===== src/design/aclt_pkg.sv =====
package aclt_pkg;

   localparam int ADDR_W    = 32;
   localparam int BLK_W     = 29;
   localparam int CNT_W     = 16;
   localparam int HIT_W     = 32;
   localparam int WAY_OUT_W = 2;

   typedef logic [ADDR_W-1:0] addr_type;
   typedef logic [CNT_W-1:0]  count_type;
   typedef logic [HIT_W-1:0]  total_type;

   localparam count_type CNT_MAX = '1;
   localparam count_type CNT_ONE = count_type'(1);
   localparam total_type HIT_MAX = '1;

endpackage


===== src/design/aclt_div.sv =====
module aclt_div
   import aclt_pkg::*;
#(
   parameter int BLOCK_BYTES = 8,
   parameter int Q_WIDTH     = 29
) (
   input  logic               clock,
   input  logic               reset,
   input  logic               in_valid,
   input  addr_type           in_address,
   output logic               out_valid,
   output logic [Q_WIDTH-1:0] out_quot
);

   // Divide by a constant: multiply by a rounded reciprocal, then fix up.
   localparam int SH_L = $clog2(BLOCK_BYTES);
   localparam int SH_POST = (SH_L == 0) ? 0 : SH_L - 1;
   localparam logic [63:0] MAGIC_WIDE =
      ((64'd1 << ADDR_W) * ((64'd1 << SH_L) - 64'(BLOCK_BYTES))) / 64'(BLOCK_BYTES) + 64'd1;
   localparam addr_type MAGIC = MAGIC_WIDE[ADDR_W-1:0];

   logic                 s1_valid_ff;
   addr_type             s1_addr_ff;
   addr_type             s1_high_ff;
   logic [2*ADDR_W-1:0]  product;
   addr_type             fix_sum;
   logic                 s2_valid_ff;
   logic [Q_WIDTH-1:0]   s2_quot_ff;
   logic [Q_WIDTH-1:0]   s2_quot_in;

   assign product = 64'(in_address) * 64'(MAGIC);

   always_ff @(posedge clock) begin
      if (reset) begin
         s1_valid_ff <= 1'b0;
         s2_valid_ff <= 1'b0;
      end else begin
         s1_valid_ff <= in_valid;
         s2_valid_ff <= s1_valid_ff;
      end
      s1_addr_ff <= in_address;
      s1_high_ff <= product[2*ADDR_W-1:ADDR_W];
      s2_quot_ff <= s2_quot_in;
   end

   always_comb begin
      fix_sum = s1_high_ff + ((s1_addr_ff - s1_high_ff) >> 1);
      if (BLOCK_BYTES == 1) begin
         s2_quot_in = Q_WIDTH'(s1_addr_ff);
      end else begin
         s2_quot_in = Q_WIDTH'(fix_sum >> SH_POST);
      end
   end

   assign out_valid = s2_valid_ff;
   assign out_quot  = s2_quot_ff;

endmodule


===== src/design/aclt_store.sv =====
module aclt_store
   import aclt_pkg::*;
#(
   parameter int WAYS    = 4,
   parameter int Q_WIDTH = 29
) (
   input  logic                 clock,
   input  logic                 reset,
   input  logic                 in_valid,
   input  logic [Q_WIDTH-1:0]   in_quot,
   output logic                 out_valid,
   output logic                 out_hit,
   output logic [WAY_OUT_W-1:0] out_way,
   output logic                 out_evicted,
   output logic [BLK_W-1:0]     out_block,
   output total_type            out_total
);

   localparam int WW = $clog2(WAYS);
   localparam int PW = 1 << WW;

   logic [WAYS-1:0]    valid_ff;
   logic [Q_WIDTH-1:0] block_ff [WAYS];
   count_type          count_ff [WAYS];
   total_type          hit_cnt_ff;

   logic               res_valid_ff;
   logic               res_hit_ff;
   logic [WW-1:0]      res_idx_ff;
   logic               res_evicted_ff;
   logic [BLK_W-1:0]   res_block_ff;

   logic [WAYS-1:0]    match;
   logic               any_hit;
   logic               any_empty;
   logic [WW-1:0]      hit_idx;
   logic [WW-1:0]      empty_idx;
   logic [WW-1:0]      sel_idx;
   count_type          tree_cnt [WW+1][PW];
   logic [WW-1:0]      tree_idx [WW+1][PW];

   always_comb begin
      any_hit   = 1'b0;
      any_empty = 1'b0;
      hit_idx   = '0;
      empty_idx = '0;
      for (int i = WAYS - 1; i >= 0; i--) begin
         match[i] = valid_ff[i] && (block_ff[i] == in_quot);
         if (match[i]) begin
            any_hit = 1'b1;
            hit_idx = WW'(i);
         end
         if (!valid_ff[i]) begin
            any_empty = 1'b1;
            empty_idx = WW'(i);
         end
      end
   end

   // Minimum tree over use counts; the left (lower) side wins a tie.
   always_comb begin
      for (int lv = 0; lv <= WW; lv++) begin
         for (int j = 0; j < PW; j++) begin
            tree_cnt[lv][j] = CNT_MAX;
            tree_idx[lv][j] = '0;
         end
      end
      for (int j = 0; j < PW; j++) begin
         if (j < WAYS) begin
            tree_cnt[0][j] = count_ff[j];
         end
         tree_idx[0][j] = WW'(j);
      end
      for (int lv = 0; lv < WW; lv++) begin
         for (int j = 0; j < (PW >> (lv + 1)); j++) begin
            if (tree_cnt[lv][2*j+1] < tree_cnt[lv][2*j]) begin
               tree_cnt[lv+1][j] = tree_cnt[lv][2*j+1];
               tree_idx[lv+1][j] = tree_idx[lv][2*j+1];
            end else begin
               tree_cnt[lv+1][j] = tree_cnt[lv][2*j];
               tree_idx[lv+1][j] = tree_idx[lv][2*j];
            end
         end
      end
   end

   always_comb begin
      if (any_hit) begin
         sel_idx = hit_idx;
      end else if (any_empty) begin
         sel_idx = empty_idx;
      end else begin
         sel_idx = tree_idx[WW][0];
      end
   end

   always_ff @(posedge clock) begin
      if (reset) begin
         valid_ff     <= '0;
         hit_cnt_ff   <= '0;
         res_valid_ff <= 1'b0;
         for (int i = 0; i < WAYS; i++) begin
            count_ff[i] <= '0;
         end
      end else begin
         res_valid_ff <= in_valid;
         if (in_valid) begin
            if (any_hit) begin
               if (count_ff[hit_idx] != CNT_MAX) begin
                  count_ff[hit_idx] <= count_ff[hit_idx] + CNT_ONE;
               end
               if (hit_cnt_ff != HIT_MAX) begin
                  hit_cnt_ff <= hit_cnt_ff + total_type'(1);
               end
            end else begin
               valid_ff[sel_idx] <= 1'b1;
               count_ff[sel_idx] <= CNT_ONE;
            end
         end
      end
      if (in_valid && !any_hit) begin
         block_ff[sel_idx] <= in_quot;
      end
      res_hit_ff     <= any_hit;
      res_idx_ff     <= sel_idx;
      res_evicted_ff <= !any_hit && !any_empty;
      res_block_ff   <= BLK_W'(in_quot);
   end

   assign out_valid   = res_valid_ff;
   assign out_hit     = res_hit_ff;
   assign out_way     = WAY_OUT_W'(res_idx_ff);
   assign out_evicted = res_evicted_ff;
   assign out_block   = res_block_ff;
   assign out_total   = hit_cnt_ff;

   a_hit_no_evict: assert property (@(posedge clock) disable iff (reset)
      res_valid_ff && res_hit_ff |-> !res_evicted_ff)
      else $error("hit reported together with eviction");

   a_evict_full: assert property (@(posedge clock) disable iff (reset)
      res_valid_ff && res_evicted_ff |-> $past(&valid_ff))
      else $error("eviction while an empty way existed");

   a_way_valid: assert property (@(posedge clock) disable iff (reset)
      res_valid_ff |-> valid_ff[res_idx_ff])
      else $error("reported way is not valid");

   a_miss_total: assert property (@(posedge clock) disable iff (reset)
      res_valid_ff && !res_hit_ff |-> hit_cnt_ff == $past(hit_cnt_ff))
      else $error("hit counter moved on a miss");

endmodule


===== src/design/assoc_cache_lfu_tags.sv =====
// A result strobes on rsp_valid once the start transfer has passed the registered
//   constant-reciprocal division and the registered tag lookup and update.
// Throughput: one address per cycle; busy is never asserted.
// The receiver cannot stall: each result is on the rsp_ ports for exactly one cycle.
// Reset (synchronous, active high) empties all ways, clears use counts and the
//   hit counter, and drops any transfer in flight.
module assoc_cache_lfu_tags
   import aclt_pkg::*;
#(
   parameter int WAYS        = 4,
   parameter int BLOCK_BYTES = 8
) (
   input  logic                 clock,
   input  logic                 reset,
   input  logic                 start,
   output logic                 busy,
   input  addr_type             req_address,
   output logic                 rsp_valid,
   output logic                 rsp_hit,
   output logic [WAY_OUT_W-1:0] rsp_way,
   output logic                 rsp_evicted,
   output logic [BLK_W-1:0]     rsp_block_number,
   output total_type            rsp_hit_total
);

   // Width of the full block number; tags compare on all of it.
   localparam int Q_WIDTH = $clog2(64'(HIT_MAX) / 64'(BLOCK_BYTES) + 64'd1);

   logic               quot_valid;
   logic [Q_WIDTH-1:0] quot;

   // Every cycle can take a new address: the division is stateless and the
   // tag lookup reads its state combinationally and updates it on the edge that registers its result.
   assign busy = 1'b0;

   aclt_div #(
      .BLOCK_BYTES (BLOCK_BYTES),
      .Q_WIDTH     (Q_WIDTH)
   ) u_div (
      .clock      (clock),
      .reset      (reset),
      .in_valid   (start && !busy),
      .in_address (req_address),
      .out_valid  (quot_valid),
      .out_quot   (quot)
   );

   // Hit search, empty-way search and least-used victim tree in one pass;
   // the selected way is updated and the result registered on the same edge.
   aclt_store #(
      .WAYS    (WAYS),
      .Q_WIDTH (Q_WIDTH)
   ) u_store (
      .clock       (clock),
      .reset       (reset),
      .in_valid    (quot_valid),
      .in_quot     (quot),
      .out_valid   (rsp_valid),
      .out_hit     (rsp_hit),
      .out_way     (rsp_way),
      .out_evicted (rsp_evicted),
      .out_block   (rsp_block_number),
      .out_total   (rsp_hit_total)
   );

endmodule


===== config.mk =====
export PLATFORM = sky130hd
export DESIGN_NAME = assoc_cache_lfu_tags
export DESIGN_NICKNAME = d
export VERILOG_FILES = /design/src/design/aclt_pkg.sv /design/src/design/aclt_div.sv /design/src/design/aclt_store.sv /design/src/design/assoc_cache_lfu_tags.sv
export SDC_FILE = /design/constraint.sdc
export NUM_CORES = 1
export LEC_CHECK = 0
export BUFFER_PORTS_ARGS = -buffer_cell sky130_fd_sc_hd__buf_2
export CORE_UTILIZATION = 55
export CTS_CLUSTER_DIAMETER = 80
export DETAILED_ROUTE_END_ITERATION = 8
export PLACE_DENSITY_LB_ADDON = 0.25
export SKIP_LAST_GASP = 1
export SYNTH_ARGS = -nofsm -noshare
export SYNTH_HDL_FRONTEND = slang
export SYNTH_SLANG_ARGS = --single-unit

===== constraint.sdc =====
create_clock -name clock -period 7.3 [get_ports clock]
set_clock_uncertainty 0.2 [all_clocks]
set_input_delay 1.095 -clock clock [delete_from_list [all_inputs] [get_ports clock]]
set_output_delay 1.095 -clock clock [all_outputs]
set_load 0.005 [all_outputs]

# ---- After elaboration in Yosys (flattened, before gate mapping)
# Memory sizes are Yosys's and may differ from the RTL's.
# Index checks and enable logic that the tools add are counted.
dict set report totals {
  register_bits 133
  ramBits 180
  inputBits 35
  output_inout_bits 67
  wordCells 85
  memories 2
}
dict set report classes {
  add_sub_neg 2
  order_cmp 5
  n_eq_ne 6
  mux 44
  bitwise 2
  reduce_logical 13
}
# memory depth word_bits rd rd_clocked_by_memory_dff wr line_no
set mem_list {}
lappend mem_list {u_store.block_ff 4 29 4 0 1 aclt_store.sv:23} ;# logic [Q_WIDTH-1:0] block_ff [WAYS];
lappend mem_list {u_store.count_ff 4 16 5 0 4 aclt_store.sv:24} ;# count_type count_ff [WAYS];
# operator count
set ops {}
lappend ops {{29-bit equality test} 4}
lappend ops {{16-bit two-way mux} 4}
lappend ops {{16-bit < comparator} 3}
lappend ops {{32-bit by 1-bit adder with 32-bit output, second input constant} 1}
lappend ops {{32-bit != test, second input constant} 1}
lappend ops {{16-bit OR reduction} 2}
lappend ops {{1-bit two-way mux} 26}
lappend ops {{2-bit two-way mux} 13}
lappend ops {{16-bit by 1-bit adder with 16-bit output, second input constant} 1}
lappend ops {{16-bit != test, second input constant} 1}
lappend ops {{1-bit logical AND} 7}
lappend ops {{4-bit OR} 1}
lappend ops {{2-bit by 3-bit < comparator with 1-bit output, second input constant} 1}
lappend ops {{3-bit AND reduction} 1}
lappend ops {{1-bit demux with 2-bit select} 1}
lappend ops {{2-bit by 1-bit >= comparator with 1-bit output, second input constant} 1}
lappend ops {{1-bit zero test} 2}
lappend ops {{2-bit AND reduction} 1}
lappend ops {{1-bit inverter} 1}

# ---- Longest topological paths before layout
# An unclocked memory read counts as a cell.
dict set report depth {
  depth_word 17
  depth_mapped 23
  mapped_depth_nobuf 20
}

# ---- Hierarchy
# From an unflattened synthesis, not the netlist that was laid out.
dict set report unflattened {
  cells_unflattened 1108
  hier_area_um2 13625.6
}
# mod instances cells_each area_each_um2 seq_area_each_um2
set modules_own_cells {}
lappend modules_own_cells {aclt_store 1 1044 12400.6 6806.5}
lappend modules_own_cells {aclt_div 1 62 1213.7 1201.2}
lappend modules_own_cells {assoc_cache_lfu_tags 1 2 11.3 0.0}

# ---- Least setup slack after synthesis
# OpenSTA, ideal clock, no wires.
dict set report synth_timing {
  kind {reg-to-reg}
  start {memory u_store.count_ff[1][9] (netlist bit)}
  end {memory u_store.block_ff[3][0], enable pin}
  setup_ns 0.416
  arrival_ns 5.685
  required_time_ns 6.684
  setup_slack_ns 0.998
  stages_incl_launch_ff 20
  path_buffers 2
  synth_period_minus_slack_ns 6.302
  path_cell_list {edfxtp_1 > ha_1 > a21o_1 > a221o_1 > o2bb2ai_1 > a211oi_1 > clkbuf_1 > clkbuf_1 > a21oi_1 > ha_1 > a21o_1 > a21o_1 > a21o_1 > a2111oi_0 > o21ai_0 > a211oi_1 > nand2_1 > o21ai_0 > nand2_1 > nor2_1}
}
# element line_no
set synth_lines {}
lappend synth_lines {{start: declaration} aclt_store.sv:24}
lappend synth_lines {{end: declaration} aclt_store.sv:23}

==> flow_summary.json <==
{
  "outcome": "finished clean",
  "cp_cell_sequence": "ha_1 -> a21o_1 -> a221o_1 -> o2bb2ai_1 -> a211oi_4 -> buf_4 -> nor2_1 -> a21oi_1 -> ha_1 -> a21o_1 -> a21o_1 -> a211o_1 -> a21oi_1 -> o21ai_0 -> a211oi_1 -> nand2_1 -> o21ai_0 -> buf_4 -> a31o_2 -> nand3b_4 -> nand2b_1 -> buf_4",
  "core_region_area_sq_um": 24500,
  "grt_max_degree": 47,
  "io_buffers": 97,
  "clock.fmax_ghz": 0.162,
  "required_ns": 7.30,
  "cpPeakStageDelay_ns": 0.50,
  "synth_ff_type": "edfxtp_1",
  "post_cts_buffers": 0,
  "postSynth.asyncResetShare_pct": 0,
  "crit_buf_inv": 3,
  "synth_seq_cells": 310,
  "endpoint_kind": "flop",
  "final_nets": 1342,
  "grt_antenna_before_repair": 1,
  "die_area_sq_um": 25800,
  "netlist_area_sq_um": 13800,
  "setup-violations-final": 0,
  "worstPathArrival_ns": 6.17,
  "io_pins": 102,
  "holdPathEnd": "u_div.out_quot[2]$_DFF_P_",
  "reg2reg_slack_ns": 1.13,
  "whs_ns": 0.115,
  "place.gp.congestion": 0.901,
  "hold_viol": 0,
  "regToRegEndpoint": "u_store.count_ff[1][7]$_SDFFCE_PN0P_",
  "cts_hold_buf": 0,
  "grt_pass1_vias": 9283,
  "htree_num_levels": 2,
  "syn_inst": 1139,
  "die_x_microns": 160,
  "r2r_cells": 22,
  "cts.sinks": 310,
  "start_util_pct": 56.5,
  "route.antenna.remaining_nets": 0,
  "syn-num-nets": 1221,
  "finalInstanceArea_sq_um": 15900,
  "power_uw": 3940,
  "hold_path.class": "flop to flop",
  "final_common_cell": "edfxtp_1",
  "tritoncts": "built",
  "synthDistinctLibCells": 84,
  "cap_violations": 0,
  "area_delta_synth_final_pct": 14.9,
  "ctsResizeCount": 0,
  "vias": 9509,
  "wl_per_cell_microns": 20.2,
  "cts-root-buf": "clkbuf_16",
  "drive_gt1_share_pct": 18.7,
  "yosys_warnings": 0,
  "cts.clk_slew.worst_paths_ns": 0.06,
  "cts_max_path_buffers": 3,
  "leakage_uw": 0.00602,
  "hold_start": "u_div.s1_addr_ff[5]$_DFF_P_",
  "grt_first_pass_wirelength_mm": 51.6,
  "tns_ns": 0,
  "worstHoldPathCells": 0,
  "die-height_microns": 160,
  "post_synth.cell_area_avg_sq_um": 12.1,
  "dp_hpwl_mm": 22.7,
  "tightest_slew_ns": 0.926,
  "drt_wl_total_mm": 32.5,
  "place_area_sq_um": 14700,
  "layout_common_cells": "edfxtp_1, dfxtp_1, buf_2, xnor2_1, nor2_1",
  "worstPathMaxFanout": 17,
  "cp_top_family": "compound AO/OA/AOI/OAI gates",
  "ys_seq_area_share_pct": 58.0,
  "first_pass_iters": 5,
  "vias_per_cell": 5.91,
  "synth_edf_count": 180,
  "grt_overflow": 0,
  "worst_ir_drop_vdd_mv": 0.209,
  "drc": 0,
  "startpoint": "u_store.count_ff[1][9]$_SDFFCE_PN0P_",
  "drt_iter0_drc": 953,
  "cp_slowest_cell": "a211oi_4",
  "numCtsBuffers": 34,
  "critPathLaunchType": "flop",
  "num_rows": 57,
  "path_class": "flop to flop",
  "rsz0062_at_grt": "false",
  "insertion_delay_ns": 0.52,
  "timing.final.crit_share_pct": 84.5,
  "drv_slew": 0,
  "r2r-start": "u_store.count_ff[1][9]$_SDFFCE_PN0P_",
  "p_per_area_nw_per_um2": 248,
  "grt_usage_pct": 25.8,
  "layout_min_cycle_time_ns": 6.17,
  "max_slew_margin_pct": 37.8
}
==> metrics by stage <==
stage	cells	setup WS, ns	util [%]
6_report	1610	1.13	64.9
5_1_grt	1609	0.797	64.9
4_1_cts	1609	1.17	64.9
3_5_place_dp	1548	1.19	60.0
3_3_place_gp	1548	1.18	60.0
2_1_floorplan	1139	0.998	-
==> how the worst max path moves through the flow <==
stage                                            to  slack, ns  cells after the start
3_5_place_dp   u_store.count_ff[1][6]$_SDFFCE_PN0P_       1.19                     23
5_1_grt        u_store.count_ff[1][7]$_SDFFCE_PN0P_       0.80                     23
4_1_cts        u_store.count_ff[1][7]$_SDFFCE_PN0P_       1.17                     23
6_report       u_store.count_ff[1][7]$_SDFFCE_PN0P_       1.13                     22
2_1_floorplan      u_store.block_ff[3][0]$_DFFE_PP_        1.0                     19
3_3_place_gp   u_store.count_ff[1][7]$_SDFFCE_PN0P_       1.18                     23
==> registers in the layout (all words and copies together), names as in the netlist, 2 cells and up <==
signal and flops:
u_div.out_quot 29, u_div.s1_addr_ff 29, u_store.block_ff 116, u_store.count_ff 64, u_store.out_block 29, u_store.out_total 32, u_store.out_way 2, u_store.valid_ff 4
==> synthesized netlist by cell type (22+ instances only) <==
cell type	instances	share of area [%]
inv_1	58	1.6
nand3_1	24	0.87
xor2_1	50	3.2
ha_1	47	4.3
o21ai_0	22	0.80
dfxtp_1	130	19
nand2_1	50	1.4
nor2_1	93	2.5
xnor2_1	90	5.7
edfxtp_1	180	39
nand4_1	59	2.7
a21oi_1	27	0.98
==> cell families (layout without fill, tap and decap cells) <==
family,Yosys count,count (layout),synth area share (%)
other,1,2,0.0271
and+or+nand+nor,361,361,14.6
AOI/OAI and AO/OA,148,148,7.75
adders and majority gates,47,47,4.26
xor gates and xnor gates,145,145,9.46
muxes,37,37,2.84
DFF,310,310,58.0
buffers and inverters,90,236,3.04
==> worst reg2reg max path: stages, from the launching register on <==
cell       delay, ns
edfxtp_1        0.43
ha_1            0.34
a21o_1          0.18
a221o_1         0.33
o2bb2ai_1       0.16
a211oi_4        0.50
buf_4           0.28
nor2_1          0.05
a21oi_1         0.12
ha_1            0.26
a21o_1          0.19
a21o_1          0.17
a211o_1         0.34
a21oi_1         0.14
o21ai_0         0.21
a211oi_1        0.26
nand2_1         0.08
o21ai_0         0.19
buf_4           0.17
a31o_2          0.19
nand3b_4        0.31
nand2b_1        0.47
buf_4           0.29
==> report_power, final <==
part           internal, uW  switching [uW]  total (uW)
combinational          96.5             121         217
sequential             1890            48.8        1940
clock                  1070             709        1780
total                  3060             878        3940
==> layer usage <==
layer  vias to the layer above  track usage (%)  share of wire (%)
met1                      4590             37.2                 44
met5                         -                0                  0
li1                       4438                -                  -
met2                       409             39.4                 45
met4                         0             9.70                3.0
met3                        72             3.95                8.0
==> area by class of cell <==
cell class | instances | area [sq um]
fillers | 1880 | 8590
flip-flops and latches | 310 | 8010
multi-input cells | 739 | 5410
clock buffers | 46 | 988
repair buffers | 117 | 636
well taps | 324 | 405
inverters | 58 | 218
clock inverters | 15 | 208
diodes | 1 | 2.50
Note: power is estimated with default switching activity, not from simulation.
